<file path="config.mk">
export PLATFORM = sky130hd
export DESIGN_NAME = ranked_list_precision_metrics_core
export DESIGN_NICKNAME = d
export VERILOG_FILES = /design/src/sv/rlpm_pkg.sv /design/src/sv/ranked_list_precision_metrics_core.sv /design/src/sv/rlpm_csr_regs.sv /design/src/sv/rlpm_serial_div.sv
export SDC_FILE = /design/constraint.sdc
export NUM_CORES = 1
export LEC_CHECK = 0
export ABC_AREA = 1
export BUFFER_PORTS_ARGS = -buffer_cell sky130_fd_sc_hd__buf_4
export CAP_MARGIN = 20
export CORE_ASPECT_RATIO = 0.75
export CORE_MARGIN = 3
export CORE_UTILIZATION = 35
export DETAILED_ROUTE_END_ITERATION = 10
export PLACE_DENSITY_LB_ADDON = 0.2
export SKIP_CTS_REPAIR_TIMING = 1
export SYNTH_ARGS = -nofsm -noshare
export SYNTH_HDL_FRONTEND = slang
export SYNTH_SLANG_ARGS = --single-unit
</file>
<file path="constraint.sdc">
create_clock -name clock -period 3.2 [get_ports clock]
set_input_delay 0.64 -clock clock [delete_from_list [all_inputs] [get_ports clock]]
set_output_delay 0.64 -clock clock [all_outputs]
set_load 0.02 [all_outputs]
</file>
<file path="src/sv/rlpm_pkg.sv">
// Package for the ranked-list precision metrics block.
// Holds the metric codes, register indexes, configuration and divider status types.
// No dependencies.
package rlpm_pkg;

   // Widths that the register map and the running sum fix.
   localparam int CFG_W       = 16;
   localparam int SUM_W       = 32;
   localparam int CSR_INDEX_W = 3;
   localparam int MODE_W      = 2;

   // Defaults for the top-level parameters.
   localparam int COUNT_WIDTH_DEF   = 16;
   localparam int FRACTION_BITS_DEF = 16;

   // Reset value of the rank cutoff.
   localparam logic [CFG_W-1:0] CUTOFF_RESET = 16'd10;

   // Register indexes on the configuration port.
   localparam logic [CSR_INDEX_W-1:0] CSR_MODE          = 3'd0;
   localparam logic [CSR_INDEX_W-1:0] CSR_RELEVANT      = 3'd1;
   localparam logic [CSR_INDEX_W-1:0] CSR_NONRELEVANT   = 3'd2;
   localparam logic [CSR_INDEX_W-1:0] CSR_CUTOFF        = 3'd3;
   localparam logic [CSR_INDEX_W-1:0] CSR_TOPIC_PRESENT = 3'd4;

   // Metric selected by the mode register.
   typedef enum logic [MODE_W-1:0] {
      MODE_AP        = 2'd0,
      MODE_RANK_EFF  = 2'd1,
      MODE_PREC_N    = 2'd2,
      MODE_SUCCESS_N = 2'd3
   } mode_type;

   // Configuration register contents.
   typedef struct packed {
      mode_type         mode;
      logic [CFG_W-1:0] relevant_count;
      logic [CFG_W-1:0] nonrelevant_count;
      logic [CFG_W-1:0] cutoff_n;
      logic             topic_present;
   } csr_type;

   // Status from the serial divider.
   typedef struct packed {
      logic done;
      logic overflow;
   } div_status_type;

endpackage

</file>
<file path="src/sv/ranked_list_precision_metrics_core.sv">
// Ranked-list precision metrics: counts ranks and finds and reports one metric per list.
// Each item is taken in idle and passes ST_TERM; a relevant item in modes 0 and 1 may run
// a term division in the bit-serial divider before ST_ADD, and input waits until idle.
// An item marked last then passes ST_FINAL, may run a final division of 32 steps
// (modes 0 and 1) or 32 + FRACTION_BITS steps (mode 2), and ST_EMIT shows the result.
// Reset is synchronous: counts, sum and the result valid flag clear, registers take defaults.
module ranked_list_precision_metrics_core #(
   parameter int COUNT_WIDTH   = rlpm_pkg::COUNT_WIDTH_DEF,
   parameter int FRACTION_BITS = rlpm_pkg::FRACTION_BITS_DEF,
   localparam int RSP_DATA_W   = ((FRACTION_BITS + 8) / 8) * 8
) (
   input  logic                             clock,
   input  logic                             reset,
   // Input items.
   input  logic                             req_tvalid,
   output logic                             req_tready,
   input  logic [7:0]                       req_tdata,  // [0] assessed, [1] relevant
   input  logic                             req_tuser,  // [0] has_result
   input  logic                             req_tlast,  // last item of the list
   // Results.
   output logic                             rsp_tvalid,
   input  logic                             rsp_tready,
   output logic [RSP_DATA_W-1:0]            rsp_tdata,  // [FRACTION_BITS:0] score
   output logic                             rsp_tuser,  // [0] divide_fault
   // Configuration writes.
   input  logic                             csr_wr_en,
   input  logic [rlpm_pkg::CSR_INDEX_W-1:0] csr_index,
   input  logic [rlpm_pkg::CFG_W-1:0]       csr_wdata
);
   import rlpm_pkg::*;

   localparam int DIV_W  = (COUNT_WIDTH > CFG_W) ? COUNT_WIDTH : CFG_W;
   localparam int TERM_W = FRACTION_BITS + 1;
   localparam int QUO_W  = FRACTION_BITS + 2;
   localparam int DVD_W  = SUM_W + FRACTION_BITS;
   localparam int STEP_W = $clog2(DVD_W + 1);
   localparam logic [TERM_W-1:0] ONE_FIX = {1'b1, {FRACTION_BITS{1'b0}}};

   typedef enum logic [6:0] {
      ST_IDLE  = 7'b0000001,
      ST_TERM  = 7'b0000010,
      ST_DIV   = 7'b0000100,
      ST_ADD   = 7'b0001000,
      ST_FINAL = 7'b0010000,
      ST_FDIV  = 7'b0100000,
      ST_EMIT  = 7'b1000000
   } state_type;

   csr_type        csr_regs;
   div_status_type div_status;
   logic [QUO_W-1:0] div_quo;

   logic              div_start;
   logic [STEP_W-1:0] div_steps;
   logic [DIV_W-1:0]  div_rem_init;
   logic [DVD_W-1:0]  div_dividend;
   logic [DIV_W-1:0]  div_divisor;

   state_type              state_ff, state_in;
   logic [COUNT_WIDTH-1:0] rank_ff, rank_in;
   logic [COUNT_WIDTH-1:0] rel_ff, rel_in;
   logic [COUNT_WIDTH-1:0] nonrel_ff, nonrel_in;
   logic [COUNT_WIDTH-1:0] prior_nonrel_ff, prior_nonrel_in;
   logic [SUM_W-1:0]       sum_ff, sum_in;
   logic                   past_cutoff_ff, past_cutoff_in;
   logic                   is_rel_ff, is_rel_in;
   logic                   last_ff, last_in;
   logic [TERM_W-1:0]      term_ff, term_in;
   logic [TERM_W-1:0]      score_ff, score_in;
   logic                   fault_ff, fault_in;
   logic                   rsp_valid_ff, rsp_valid_in;
   logic [TERM_W-1:0]      rsp_score_ff, rsp_score_in;
   logic                   rsp_fault_ff, rsp_fault_in;
   logic                   rsp_load;
   logic [SUM_W:0]         sum_wide;

   function automatic logic [COUNT_WIDTH-1:0] count_up(input logic [COUNT_WIDTH-1:0] v);
      return (&v) ? v : v + 1'b1;
   endfunction

   rlpm_csr_regs u_csr (
      .clock     (clock),
      .reset     (reset),
      .csr_wr_en (csr_wr_en),
      .csr_index (csr_index),
      .csr_wdata (csr_wdata),
      .csr_regs  (csr_regs)
   );

   rlpm_serial_div #(
      .DIV_W  (DIV_W),
      .DVD_W  (DVD_W),
      .QUO_W  (QUO_W),
      .STEP_W (STEP_W)
   ) u_div (
      .clock    (clock),
      .reset    (reset),
      .start    (div_start),
      .steps    (div_steps),
      .rem_init (div_rem_init),
      .dividend (div_dividend),
      .divisor  (div_divisor),
      .quotient (div_quo),
      .status   (div_status)
   );

   // Add of the current term into the running sum; ST_ADD saturates it.
   assign sum_wide = {1'b0, sum_ff} + (SUM_W + 1)'(term_ff);

   // Sequencer: take an item, add a relevant item's term; on the last item score and report.
   always_comb begin
      state_in        = state_ff;
      rank_in         = rank_ff;
      rel_in          = rel_ff;
      nonrel_in       = nonrel_ff;
      prior_nonrel_in = prior_nonrel_ff;
      sum_in          = sum_ff;
      past_cutoff_in  = past_cutoff_ff;
      is_rel_in       = is_rel_ff;
      last_in         = last_ff;
      term_in         = term_ff;
      score_in        = score_ff;
      fault_in        = fault_ff;
      rsp_load        = 1'b0;
      div_start       = 1'b0;
      div_steps       = STEP_W'(FRACTION_BITS);
      div_rem_init    = '0;
      div_dividend    = '0;
      div_divisor     = '0;

      unique case (state_ff)
         ST_IDLE: begin
            if (req_tvalid) begin
               is_rel_in       = req_tuser & req_tdata[0] & req_tdata[1];
               last_in         = req_tlast;
               prior_nonrel_in = nonrel_ff;
               if (req_tuser) begin
                  rank_in = count_up(rank_ff);
                  past_cutoff_in = past_cutoff_ff |
                                   (DIV_W'(rank_in) > DIV_W'(csr_regs.cutoff_n));
                  if (req_tdata[0] && req_tdata[1]) begin
                     rel_in = count_up(rel_ff);
                  end else if (req_tdata[0]) begin
                     nonrel_in = count_up(nonrel_ff);
                  end
               end
               state_in = ST_TERM;
            end
         end

         ST_TERM: begin
            if (!is_rel_ff) begin
               state_in = last_ff ? ST_FINAL : ST_IDLE;
            end else begin
               state_in = ST_ADD;
               unique case (csr_regs.mode)
                  MODE_AP: begin
                     // Precision at this rank; a list with no miss so far gives 1.0.
                     if (rel_ff == rank_ff) begin
                        term_in = ONE_FIX;
                     end else begin
                        div_start    = 1'b1;
                        div_rem_init = DIV_W'(rel_ff);
                        div_divisor  = DIV_W'(rank_ff);
                        state_in     = ST_DIV;
                     end
                  end
                  MODE_RANK_EFF: begin
                     if (csr_regs.nonrelevant_count == '0) begin
                        term_in = ONE_FIX;
                     end else if (DIV_W'(prior_nonrel_ff) >=
                                  DIV_W'(csr_regs.nonrelevant_count)) begin
                        term_in = '0;
                     end else begin
                        div_start    = 1'b1;
                        div_rem_init = DIV_W'(prior_nonrel_ff);
                        div_divisor  = DIV_W'(csr_regs.nonrelevant_count);
                        state_in     = ST_DIV;
                     end
                  end
                  MODE_PREC_N, MODE_SUCCESS_N: begin
                     term_in = past_cutoff_ff ? '0 : TERM_W'(1);
                  end
               endcase
            end
         end

         ST_DIV: begin
            if (div_status.done) begin
               term_in  = (csr_regs.mode == MODE_AP) ? div_quo[TERM_W-1:0]
                                                     : ONE_FIX - div_quo[TERM_W-1:0];
               state_in = ST_ADD;
            end
         end

         ST_ADD: begin
            sum_in   = sum_wide[SUM_W] ? '1 : sum_wide[SUM_W-1:0];
            state_in = last_ff ? ST_FINAL : ST_IDLE;
         end

         ST_FINAL: begin
            score_in     = '0;
            fault_in     = 1'b0;
            state_in     = ST_EMIT;
            div_dividend = {sum_ff, {FRACTION_BITS{1'b0}}};
            div_steps    = STEP_W'(SUM_W);
            div_divisor  = DIV_W'(csr_regs.relevant_count);
            if (csr_regs.topic_present) begin
               unique case (csr_regs.mode)
                  MODE_AP: begin
                     if (csr_regs.relevant_count != '0) begin
                        div_start = 1'b1;
                        state_in  = ST_FDIV;
                     end
                  end
                  MODE_RANK_EFF: begin
                     if (csr_regs.nonrelevant_count == '0) begin
                        score_in = ONE_FIX;
                     end else if (csr_regs.relevant_count == '0) begin
                        fault_in = 1'b1;
                     end else begin
                        div_start = 1'b1;
                        state_in  = ST_FDIV;
                     end
                  end
                  MODE_PREC_N: begin
                     if (csr_regs.cutoff_n == '0) begin
                        fault_in = 1'b1;
                     end else begin
                        div_start   = 1'b1;
                        div_steps   = STEP_W'(DVD_W);
                        div_divisor = DIV_W'(csr_regs.cutoff_n);
                        state_in    = ST_FDIV;
                     end
                  end
                  MODE_SUCCESS_N: begin
                     score_in = (sum_ff != '0) ? ONE_FIX : '0;
                  end
               endcase
            end
         end

         ST_FDIV: begin
            if (div_status.done) begin
               // Scores above 1.0 saturate.
               score_in = (div_status.overflow || div_quo > QUO_W'(ONE_FIX)) ?
                          ONE_FIX : div_quo[TERM_W-1:0];
               state_in = ST_EMIT;
            end
         end

         ST_EMIT: begin
            if (!rsp_valid_ff || rsp_tready) begin
               rsp_load       = 1'b1;
               rank_in        = '0;
               rel_in         = '0;
               nonrel_in      = '0;
               sum_in         = '0;
               past_cutoff_in = 1'b0;
               state_in       = ST_IDLE;
            end
         end

         default: state_in = ST_IDLE;
      endcase
   end

   // Output register: a result waits here while the next list starts.
   always_comb begin
      rsp_valid_in = rsp_valid_ff;
      rsp_score_in = rsp_score_ff;
      rsp_fault_in = rsp_fault_ff;
      if (rsp_tready) begin
         rsp_valid_in = 1'b0;
      end
      if (rsp_load) begin
         rsp_valid_in = 1'b1;
         rsp_score_in = score_ff;
         rsp_fault_in = fault_ff;
      end
   end

   always_ff @(posedge clock) begin
      if (reset) begin
         state_ff       <= ST_IDLE;
         rank_ff        <= '0;
         rel_ff         <= '0;
         nonrel_ff      <= '0;
         sum_ff         <= '0;
         past_cutoff_ff <= 1'b0;
         rsp_valid_ff   <= 1'b0;
      end else begin
         state_ff       <= state_in;
         rank_ff        <= rank_in;
         rel_ff         <= rel_in;
         nonrel_ff      <= nonrel_in;
         sum_ff         <= sum_in;
         past_cutoff_ff <= past_cutoff_in;
         rsp_valid_ff   <= rsp_valid_in;
      end
   end

   always_ff @(posedge clock) begin
      prior_nonrel_ff <= prior_nonrel_in;
      is_rel_ff       <= is_rel_in;
      last_ff         <= last_in;
      term_ff         <= term_in;
      score_ff        <= score_in;
      fault_ff        <= fault_in;
      rsp_score_ff    <= rsp_score_in;
      rsp_fault_ff    <= rsp_fault_in;
   end

   assign req_tready = (state_ff == ST_IDLE);
   assign rsp_tvalid = rsp_valid_ff;
   assign rsp_tdata  = RSP_DATA_W'(rsp_score_ff);
   assign rsp_tuser  = rsp_fault_ff;

endmodule

</file>
<file path="src/sv/rlpm_csr_regs.sv">
// Configuration registers of the ranked-list precision metrics block.
// Depends on rlpm_pkg for the register indexes and the csr_type struct.
module rlpm_csr_regs (
   input  logic                               clock,
   input  logic                               reset,
   input  logic                               csr_wr_en,
   input  logic [rlpm_pkg::CSR_INDEX_W-1:0]   csr_index,
   input  logic [rlpm_pkg::CFG_W-1:0]         csr_wdata,
   output rlpm_pkg::csr_type                  csr_regs
);
   import rlpm_pkg::*;

   csr_type regs_ff;
   csr_type regs_in;

   // Decode one register write; indexes beyond the map are dropped.
   always_comb begin
      regs_in = regs_ff;
      if (csr_wr_en) begin
         unique case (csr_index)
            CSR_MODE:          regs_in.mode = mode_type'(csr_wdata[MODE_W-1:0]);
            CSR_RELEVANT:      regs_in.relevant_count = csr_wdata;
            CSR_NONRELEVANT:   regs_in.nonrelevant_count = csr_wdata;
            CSR_CUTOFF:        regs_in.cutoff_n = csr_wdata;
            CSR_TOPIC_PRESENT: regs_in.topic_present = csr_wdata[0];
            default:           regs_in = regs_ff;
         endcase
      end
   end

   always_ff @(posedge clock) begin
      if (reset) begin
         regs_ff.mode              <= MODE_AP;
         regs_ff.relevant_count    <= '0;
         regs_ff.nonrelevant_count <= '0;
         regs_ff.cutoff_n          <= CUTOFF_RESET;
         regs_ff.topic_present     <= 1'b1;
      end else begin
         regs_ff <= regs_in;
      end
   end

   assign csr_regs = regs_ff;

endmodule

</file>
<file path="src/sv/rlpm_serial_div.sv">
// Radix-2 restoring divider that shifts the dividend in one bit per cycle.
// Depends on rlpm_pkg for the div_status_type struct.
module rlpm_serial_div #(
   parameter int DIV_W  = 16,
   parameter int DVD_W  = 48,
   parameter int QUO_W  = 18,
   parameter int STEP_W = 6
) (
   input  logic                        clock,
   input  logic                        reset,
   input  logic                        start,
   input  logic [STEP_W-1:0]           steps,
   input  logic [DIV_W-1:0]            rem_init,
   input  logic [DVD_W-1:0]            dividend,
   input  logic [DIV_W-1:0]            divisor,
   output logic [QUO_W-1:0]            quotient,
   output rlpm_pkg::div_status_type    status
);
   import rlpm_pkg::*;

   logic              busy_ff, busy_in;
   logic              done_ff, done_in;
   logic              ovf_ff, ovf_in;
   logic [STEP_W-1:0] cnt_ff, cnt_in;
   logic [DIV_W-1:0]  rem_ff, rem_in;
   logic [DIV_W-1:0]  divisor_ff, divisor_in;
   logic [DVD_W-1:0]  dvd_ff, dvd_in;
   logic [QUO_W-1:0]  quo_ff, quo_in;

   logic [DIV_W:0]    trial;
   logic [DIV_W:0]    diff;
   logic              ge;

   // One compare-and-subtract step on the partial remainder.
   assign trial = {rem_ff, dvd_ff[DVD_W-1]};
   assign diff  = trial - {1'b0, divisor_ff};
   assign ge    = trial >= {1'b0, divisor_ff};

   always_comb begin
      busy_in    = busy_ff;
      done_in    = 1'b0;
      ovf_in     = ovf_ff;
      cnt_in     = cnt_ff;
      rem_in     = rem_ff;
      divisor_in = divisor_ff;
      dvd_in     = dvd_ff;
      quo_in     = quo_ff;
      if (start) begin
         busy_in    = 1'b1;
         ovf_in     = 1'b0;
         cnt_in     = steps;
         rem_in     = rem_init;
         divisor_in = divisor;
         dvd_in     = dividend;
         quo_in     = '0;
      end else if (busy_ff) begin
         rem_in = ge ? diff[DIV_W-1:0] : trial[DIV_W-1:0];
         // A quotient bit pushed off the top marks a result far above 1.0.
         ovf_in = ovf_ff | quo_ff[QUO_W-1];
         quo_in = {quo_ff[QUO_W-2:0], ge};
         dvd_in = dvd_ff << 1;
         cnt_in = cnt_ff - 1'b1;
         if (cnt_ff == STEP_W'(1)) begin
            busy_in = 1'b0;
            done_in = 1'b1;
         end
      end
   end

   always_ff @(posedge clock) begin
      if (reset) begin
         busy_ff <= 1'b0;
         done_ff <= 1'b0;
      end else begin
         busy_ff <= busy_in;
         done_ff <= done_in;
      end
   end

   always_ff @(posedge clock) begin
      ovf_ff     <= ovf_in;
      cnt_ff     <= cnt_in;
      rem_ff     <= rem_in;
      divisor_ff <= divisor_in;
      dvd_ff     <= dvd_in;
      quo_ff     <= quo_in;
   end

   assign quotient        = quo_ff;
   assign status.done     = done_ff;
   assign status.overflow = ovf_ff;

endmodule

</file>
==> results of run 1 <==
==> final timing paths <==
check / from / to / slack, ns / depth (start not counted)
setup reg to reg: rank_ff[0]$_SDFFE_PP0P_ / past_cutoff_ff$_SDFFE_PP0P_ / 0.27 / 15
setup / recovery: rank_ff[0]$_SDFFE_PP0P_ / past_cutoff_ff$_SDFFE_PP0P_ / 0.27 / 15
hold reg to reg: score_ff[4]$_SDFFCE_PP0P_ / rsp_score_ff[4]$_DFFE_PP_ / 0.42 / 0
hold / removal: req_tlast / last_ff$_DFFE_PP_ / 0.27 / 1
==> routing by layer <==
metal / track usage, % / vias to the layer above
met2: 27.98 / 426
met1: 31.29 / 7517
li1: - / 8181
met5: 0 / -
met3: 3.252 / 64
met4: 5.753 / 0
==> flip-flops by register name, summed over array words and instances (netlist names), 6 cells and up <==
| signal | cells |
|---|---|
| sum_ff | 32 |
| prior_nonrel_ff | 16 |
| state_ff | 7 |
| u_csr.csr_regs | 51 |
| rsp_score_ff | 17 |
| nonrel_ff | 16 |
| u_div.quotient | 18 |
| score_ff | 17 |
| u_div.rem_ff | 16 |
| u_div.dvd_ff | 32 |
| rank_ff | 16 |
| term_ff | 17 |
| rel_ff | 16 |
| u_div.cnt_ff | 6 |
| u_div.divisor_ff | 16 |
==> cells in the mapped netlist, types with 36 or more instances <==
cell      count
edfxtp_1    141
clkbuf_1     55
xor2_1       53
a21oi_1     204
nand3_1     228
inv_1       301
nor3_1       36
dfxtp_1     161
ha_1         75
nor2_1      213
o21ai_0     188
nand2_1     607
nand4_1      54
==> area by class of cell <==
type | instances | area (µm²)
inverter | 310 | 1164
clock buffer | 47 | 983.4
sequential | 302 | 7457
clock inverter | 16 | 155.1
fill | 5263 | 30180
multi-input combinational | 1755 | 8840
tap | 657 | 822.0
timing repair buffer | 84 | 684.4
==> report_power, final <==
group	switching, µW	total [µW]	internal, µW	leakage (µW)
Clock	1680	4020	2340	0.000557
Sequential	253	4660	4400	0.00254
Combinational	1620	2270	654	0.00531
==> cell families (layout without fill, tap and decap cells) <==
family | Yosys count | after routing | synth area share, %
fa+ha+maj | 77 | 77 | 5.474
flops | 302 | 302 | 41.72
buf+inv | 409 | 457 | 9.043
xor+xnor | 58 | 58 | 2.842
other cells | 1 | 7 | 0.02098
simple gates | 1180 | 1180 | 28.31
compound gates | 433 | 433 | 12.60
==> through the flow <==
step | hold slack, ns | cells | power, µW | setup slack, ns
detailed placement | 0.4054 | 3108 | 6971 | 0.2157
global route | 0.2474 | 3171 | 11550 | 0.01084
CTS | 0.2375 | 3171 | 11040 | 0.2033
global placement | 0.4078 | 3107 | 6936 | 0.2165
finish | 0.2701 | 3171 | 10950 | 0.2732
floorplan | 0.4003 | 2466 | 6276 | 0.05037
==> placed cells by master (no fill, tap or decap), types with 75 or more instances in the layout <==
master / count
nand2_1: 607
inv_1: 301
nand3_1: 227
nor2_1: 209
a21oi_1: 204
o21ai_0: 187
dfxtp_1: 161
edfxtp_1: 141
buf_4: 79
ha_1: 75
==> impl_metrics.tcl, run 1 <==
set metrics [dict create \
    top_layer "met4" \
    final_area_um2 20110 \
    critPathTopFamily "simple AND/OR/NAND/NOR gates" \
    fp.dieH_um 201.7 \
    finalSetupTns_ns 0 \
    max_stage_delay_ns 0.45 \
    rows 71 \
    wl_met2_um 21440 \
    synth_top_area_share_pct 23.69 \
    clockBufferDepth 3 \
    wl_um 53840 \
    clk_pin_slew_ns 0.06 \
    antenna_cells 0 \
    drv_cap 0 \
    die_x_um 267.0 \
    ys_ff_latch 302 \
    h-tree-depth 2 \
    p_leak_uw 0.008410 \
    relSlewSlack_pct 33.83 \
    rsz0062_at_grt "false" \
    clock_skew_ns 0.03013 \
    crit_slowest_cell "or3b_2" \
    status "finished clean" \
    areaGrowthSynthToFinish_pct 12.47 \
    hold_class "in -> reg" \
    fin_crit_sh_pct 91.46 \
    finalSetupViolations 0 \
    numCtsBuffers 35 \
    final_core_util_pct 39.99 \
    grt_pass1_wl_um 85270 \
    tightest_slew_ns 0.9926 \
    period_minus_slack_ns 2.927 \
    ant_nets 0 \
    placed_cell_area_um2 18950 \
    clk-insertion-delay-late_ns 0.55 \
    drt-met1-wl_um 27810 \
    die-area_um2 53850 \
    avgSynthCellArea_um2 7.267 \
    dpl.hpwl_um 40880 \
    initial_core_util_pct 35.55 \
    ys_types 51 \
    synth_top_area_cell "edfxtp_1" \
    synth_flop_cell "dfxtp_1" \
    wl_met3_um 3282 \
    synth_edf_count 141 \
    vias 16188 \
    antenna_found_initial 1 \
    ir_drop_mv 0.3300 \
    crit_required_ns 3.63 \
    power_density_nw_per_um2 544.7 \
    synth_area_um2 17880 \
    path_max_fanout 6 \
    grt_max_degree 81 \
    drc 0 \
    yosysWarnings 0 \
    drt_iter0_markers 1434 \
    netlist_instances 2460 \
    fin_nets 2599 \
    crit_buf_inv 2 \
    overflow 0 \
    cp-end-kind "flop" \
    gp_congestion 0.9184 \
    start_kind "flop" \
    crit_chain "nand3_1 > nor2_2 > nand2_1 > nor2_2 > nand3b_1 > inv_1 > nand3_1 > nand2_1 > inv_1 > ha_1 > nand4_1 > nor2_1 > or3b_2 > nand3_1 > a21oi_1" \
    routed_via_density 5.105 \
    criticalPathCategory "reg -> reg" \
    port_buffers 47 \
    dr.pass1.iters 8 \
    max_freq_ghz 0.3417 \
    synth_area_leaders "edfxtp_1 (24%), dfxtp_1 (18%), nand2_1 (13%)" \
    synthArstFlopShare_pct 0 \
    ys_seq_area_share_pct 41.72 \
    grt_pass1_vias 15079 \
    crit_top_cell "nand3_1" \
    layout-drive-gt1-share_pct 7.080 \
    root_buffer "clkbuf_16" \
    hold_viol 0 \
    clock_sinks 302 \
    wl_per_cell_um 16.98 \
    worstPathArrival_ns 3.36 \
    cts_tree "built" \
    ios 61 \
    grt_usage_pct 20.02 \
    core_um2 50280 \
    drv_slew 0 \
]
Note: power is estimated with default switching activity, not from simulation.
==> run 2, diff against run 1 <==
==> constraint.sdc (replaced) <==
create_clock -name clock -period 3.6 [get_ports clock]
set_input_delay 0.72 -clock clock [delete_from_list [all_inputs] [get_ports clock]]
set_output_delay 0.72 -clock clock [all_outputs]
set_load 0.02 [all_outputs]
==> impl_metrics.tcl, run 2 (same netlist as run 1, synthesis figures left out) <==
set metrics [dict create \
    core_um2 50280 \
    clock_sinks 302 \
    fp.dieH_um 201.7 \
    ios 61 \
    antenna_found_initial 1 \
    status "finished clean" \
    die_x_um 267.0 \
    tightest_slew_ns 1.098 \
    hold_class "in -> reg" \
    routed_via_density 5.183 \
    clk-insertion-delay-late_ns 0.56 \
    cts_tree "built" \
    post-place-ws_ns 0.4829 \
    final_cell_mix "nand2_1 (607), inv_1 (301), nand3_1 (228)" \
    h-tree-depth 2 \
    start_kind "flop" \
    dpl.hpwl_um 40790 \
    die-area_um2 53850 \
    path_max_fanout 54 \
    clockBufferDepth 3 \
    p_leak_uw 0.008415 \
    worstPathArrival_ns 3.45 \
    relSlewSlack_pct 26.78 \
    drc 0 \
    wl_um 54810 \
    grt_usage_pct 20.28 \
    antenna_cells 0 \
    clk_pin_slew_ns 0.06 \
    setup_slack_ns 0.3570 \
    ir_drop_mv 0.3793 \
    layout-drive-gt1-share_pct 6.741 \
    grt_max_degree 81 \
    areaGrowthSynthToFinish_pct 12.52 \
    rows 71 \
    root_buffer "clkbuf_16" \
    numCtsBuffers 36 \
    drv_cap 0 \
    period_minus_slack_ns 3.243 \
    drt_iter0_markers 1409 \
    clock_skew_ns 0.02867 \
    power_density_nw_per_um2 499.9 \
    hold_viol 0 \
    wl_per_cell_um 17.32 \
    fin_crit_sh_pct 90.08 \
    finalSetupViolations 0 \
    final_common_cell "nand2_1" \
    dr.pass1.iters 6 \
    crit_required_ns 3.81 \
    drv_slew 0 \
    port_buffers 47 \
    gp_congestion 0.9318 \
    cp-end-kind "flop" \
    criticalPathCategory "reg -> reg" \
    ant_nets 0 \
    max_freq_ghz 0.3084 \
    grt_pass1_vias 15297 \
    largest_register_ffs 51 \
    fillerInstances 5240 \
    overflow 0 \
    initial_core_util_pct 35.55 \
    finalSetupTns_ns 0 \
    vias 16398 \
    grt_pass1_wl_um 86420 \
    rsz0062_at_grt "false" \
    fin_nets 2590 \
]
-- run 2: critical path, cell delays in order (launching register included) --
cell and delay [ns]:
edfxtp_1 0.47, ha_1 0.35, nand2_1 0.08, inv_1 0.04, nor2_1 0.11, o21a_1 0.14, nand2_1 0.05, nor2_1 0.22
nand3_1 0.16, buf_4 0.22, nand2_1 0.09, nand2_2 0.06, nand2_2 0.36, or2_2 0.22, buf_12 0.27
-- run 2: routing by layer --
| metal | global-route usage (%) | up-vias | wire, µm |
|---|---|---|---|
| met2 | 28.72 | 478 | 22200 |
| met4 | 5.382 | 0 | 1067 |
| li1 | - | 8170 | - |
| met3 | 2.885 | 60 | 3466 |
| met5 | 0 | - | 0 |
| met1 | 31.79 | 7690 | 28080 |
-- run 2: stage by stage --
step / instance area [µm²] / power (µW) / cells / utilization [%] / hold slack, ns
2_1_floorplan: 17900 / 5579 / 2466 / - / 0.4003
3_5_place_dp: 18850 / 6220 / 3098 / 37.49 / 0.4109
3_3_place_gp: 18850 / 6184 / 3098 / 37.49 / 0.4072
6_report: 20110 / 10060 / 3164 / 40.00 / 0.3400
5_1_grt: 20110 / 10580 / 3164 / 40.00 / 0.3183
4_1_cts: 20110 / 10130 / 3164 / 40.00 / 0.3065
-- run 2: layout make-up --
class	instances	area (µm²)	share of cell area, %
clock inverter	18	225.2	1.120
tap	657	822.0	4.087
multi-input combinational	1755	8827	43.89
timing repair buffer	74	580.6	2.886
inverter	310	1164	5.785
sequential	302	7457	37.07
clock buffer	48	1039	5.163
-- run 2: where the power goes --
group	total [µW]	internal (µW)	switching [µW]
logic	2040	578	1460
clock network	3870	2340	1540
registers	4140	3920	226
total	10100	6830	3230
-- run 2: worst paths after layout --
kind | startpoint | endpoint | slack, ns | cells past startpoint
max | prior_nonrel_ff[15]$_DFFE_PP_ | u_div.rem_ff[0]$_DFFE_PP_ | 0.36 | 14
max reg2reg | prior_nonrel_ff[15]$_DFFE_PP_ | u_div.rem_ff[0]$_DFFE_PP_ | 0.36 | 14
min | req_tlast | last_ff$_DFFE_PP_ | 0.34 | 1
min reg2reg | score_ff[0]$_SDFFCE_PP0P_ | rsp_score_ff[0]$_DFFE_PP_ | 0.42 | 0
==> run 3, diff against run 2 <==
--- a/config.mk
+++ b/config.mk
@@ -12,7 +12,8 @@
 export CORE_MARGIN = 3
 export CORE_UTILIZATION = 35
 export DETAILED_ROUTE_END_ITERATION = 10
-export PLACE_DENSITY_LB_ADDON = 0.2
+export PLACE_DENSITY = 0.49
+export RECOVER_POWER = 50
 export SKIP_CTS_REPAIR_TIMING = 1
 export SYNTH_ARGS = -nofsm -noshare
 export SYNTH_HDL_FRONTEND = slang
==> impl_metrics.tcl, run 3 (same netlist as run 1, synthesis figures left out) <==
set metrics [dict create \
    status "complete, but fails checks" \
    violations "capacitance limit, slew limit" \
    core_um2 50280 \
    wl_met3_um 3572 \
    start_kind "flop" \
    wl_um 54930 \
    hold_viol 0 \
    h-tree-depth 2 \
    r2r_setup_slack_ns 0.54 \
    period_minus_slack_ns 3.057 \
    finalSetupTns_ns 0 \
    top_layer "met4" \
    ir_drop_mv 0.2927 \
    gp_congestion 0.9082 \
    grt_max_degree 81 \
    layout-drive-gt1-share_pct 5.303 \
    fin_nets 2591 \
    hold-path-cell-count 0 \
    worst_hold_slack_ns 0.4157 \
    worstPathArrival_ns 3.28 \
    overflow 0 \
    reg2reg_depth 9 \
    rows 71 \
    final_common_cell "nand2_1" \
    final_core_util_pct 39.75 \
    largest_register_ffs 51 \
    initial_core_util_pct 35.55 \
    clk_pin_slew_ns 0.06 \
    drv_cap 2 \
    p_leak_uw 0.008283 \
    fin_crit_sh_pct 84.92 \
    clockBufferDepth 3 \
    grt_pass1_vias 14817 \
    critPathTopFamily "simple AND/OR/NAND/NOR gates" \
    clk-insertion-delay-late_ns 0.57 \
    path_depth 9 \
    grt_pass1_wl_um 85460 \
    antenna_cells 0 \
    wl_met2_um 21930 \
    routed_via_density 5.139 \
    max_freq_ghz 0.3271 \
    vias 16265 \
    crit_slowest_cell "inv_1" \
    path_max_fanout 54 \
    grt_usage_pct 20.16 \
    crit_top_cell "nand2_2" \
    tightest_slew_ns 2.047 \
    crit_required_ns 3.82 \
    crit_chain "nor2_2 > nand2_2 > nor4_4 > inv_1 > nor3_1 > nand2_1 > nand2_2 > or2_2 > buf_12" \
    cts_tree "built" \
    root_buffer "clkbuf_16" \
    relSlewSlack_pct -36.48 \
    clock_sinks 302 \
    rsz0062_at_grt "false" \
    final_cell_mix "nand2_1 (608), inv_1 (304), nand3_1 (228)" \
    numCtsBuffers 36 \
    clock_skew_ns 0.03897 \
    antenna_found_initial 1 \
    criticalPathCategory "reg -> reg" \
    power_density_nw_per_um2 501.7 \
    drc 0 \
    cp-end-kind "flop" \
    hold_class "reg -> reg" \
    dr.pass1.iters 6 \
    finalSetupViolations 0 \
    drt_iter0_markers 1421 \
    dpl.hpwl_um 40850 \
    drv_slew 135 \
    ios 61 \
    areaGrowthSynthToFinish_pct 11.80 \
    ant_nets 0 \
    fp.dieH_um 201.7 \
    crit_buf_inv 2 \
    die_x_um 267.0 \
    wl_per_cell_um 17.35 \
    die-area_um2 53850 \
    port_buffers 47 \
    max_stage_delay_ns 0.51 \
    drt-met1-wl_um 28500 \
]
==> run 3: cell count changes in the layout (fill, tap and decap cells not counted), moves of 4 or more <==
cell	previous run	this run
buf_4	72	44
clkinv_1	4	10
clkinv_2	7	3
clkbuf_1	5	32
==> run 3: worst reg2reg max path, delay by kind of cell, from the launching register on <==
family,cells,cell delay [ns]
buf+inv,2,0.78
flops,1,0.33
simple gates,7,1.54
==> run 3: layout make-up <==
type | instances | area, µm²
fill | 5252 | 30300
multi-input combinational | 1755 | 8823
sequential | 302 | 7457
inverter | 310 | 1164
clock buffer | 44 | 972.2
tap | 657 | 822.0
timing repair buffer | 75 | 484.2
clock inverter | 22 | 262.8
==> run 3: metrics by stage <==
step	total power [µW]	setup WS, ns	instance area (µm²)	instances
floorplan	5579	0.4504	17900	2466
global placement	6201	0.6223	18860	3099
detailed placement	6224	0.6209	18860	3099
CTS	10130	0.6103	20100	3165
global route	10570	0.2265	19990	3165
finish	10030	0.5430	19990	3165
==> run 3: power by group <==
part	internal (µW)	total (µW)	switching [µW]
logic	583	2020	1430
clock network	2300	3860	1550
registers	3920	4150	237
==> run 3: worst paths after layout <==
kind / start / end
max: state_ff[3]$_SDFFE_PP0P_ / u_div.dvd_ff[40]$_DFFE_PP_
min: score_ff[7]$_SDFFCE_PP0P_ / rsp_score_ff[7]$_DFFE_PP_
max reg2reg: state_ff[3]$_SDFFE_PP0P_ / u_div.dvd_ff[40]$_DFFE_PP_
min reg2reg: score_ff[7]$_SDFFCE_PP0P_ / rsp_score_ff[7]$_DFFE_PP_
==> run 3: metal layers <==
layer  global-route usage [%]  vias to the layer above
met1                    32.08                     7583
met3                    3.557                       55
met4                    4.638                        0
li1                         -                     8178
met2                    27.78                      449
met5                        0                        -
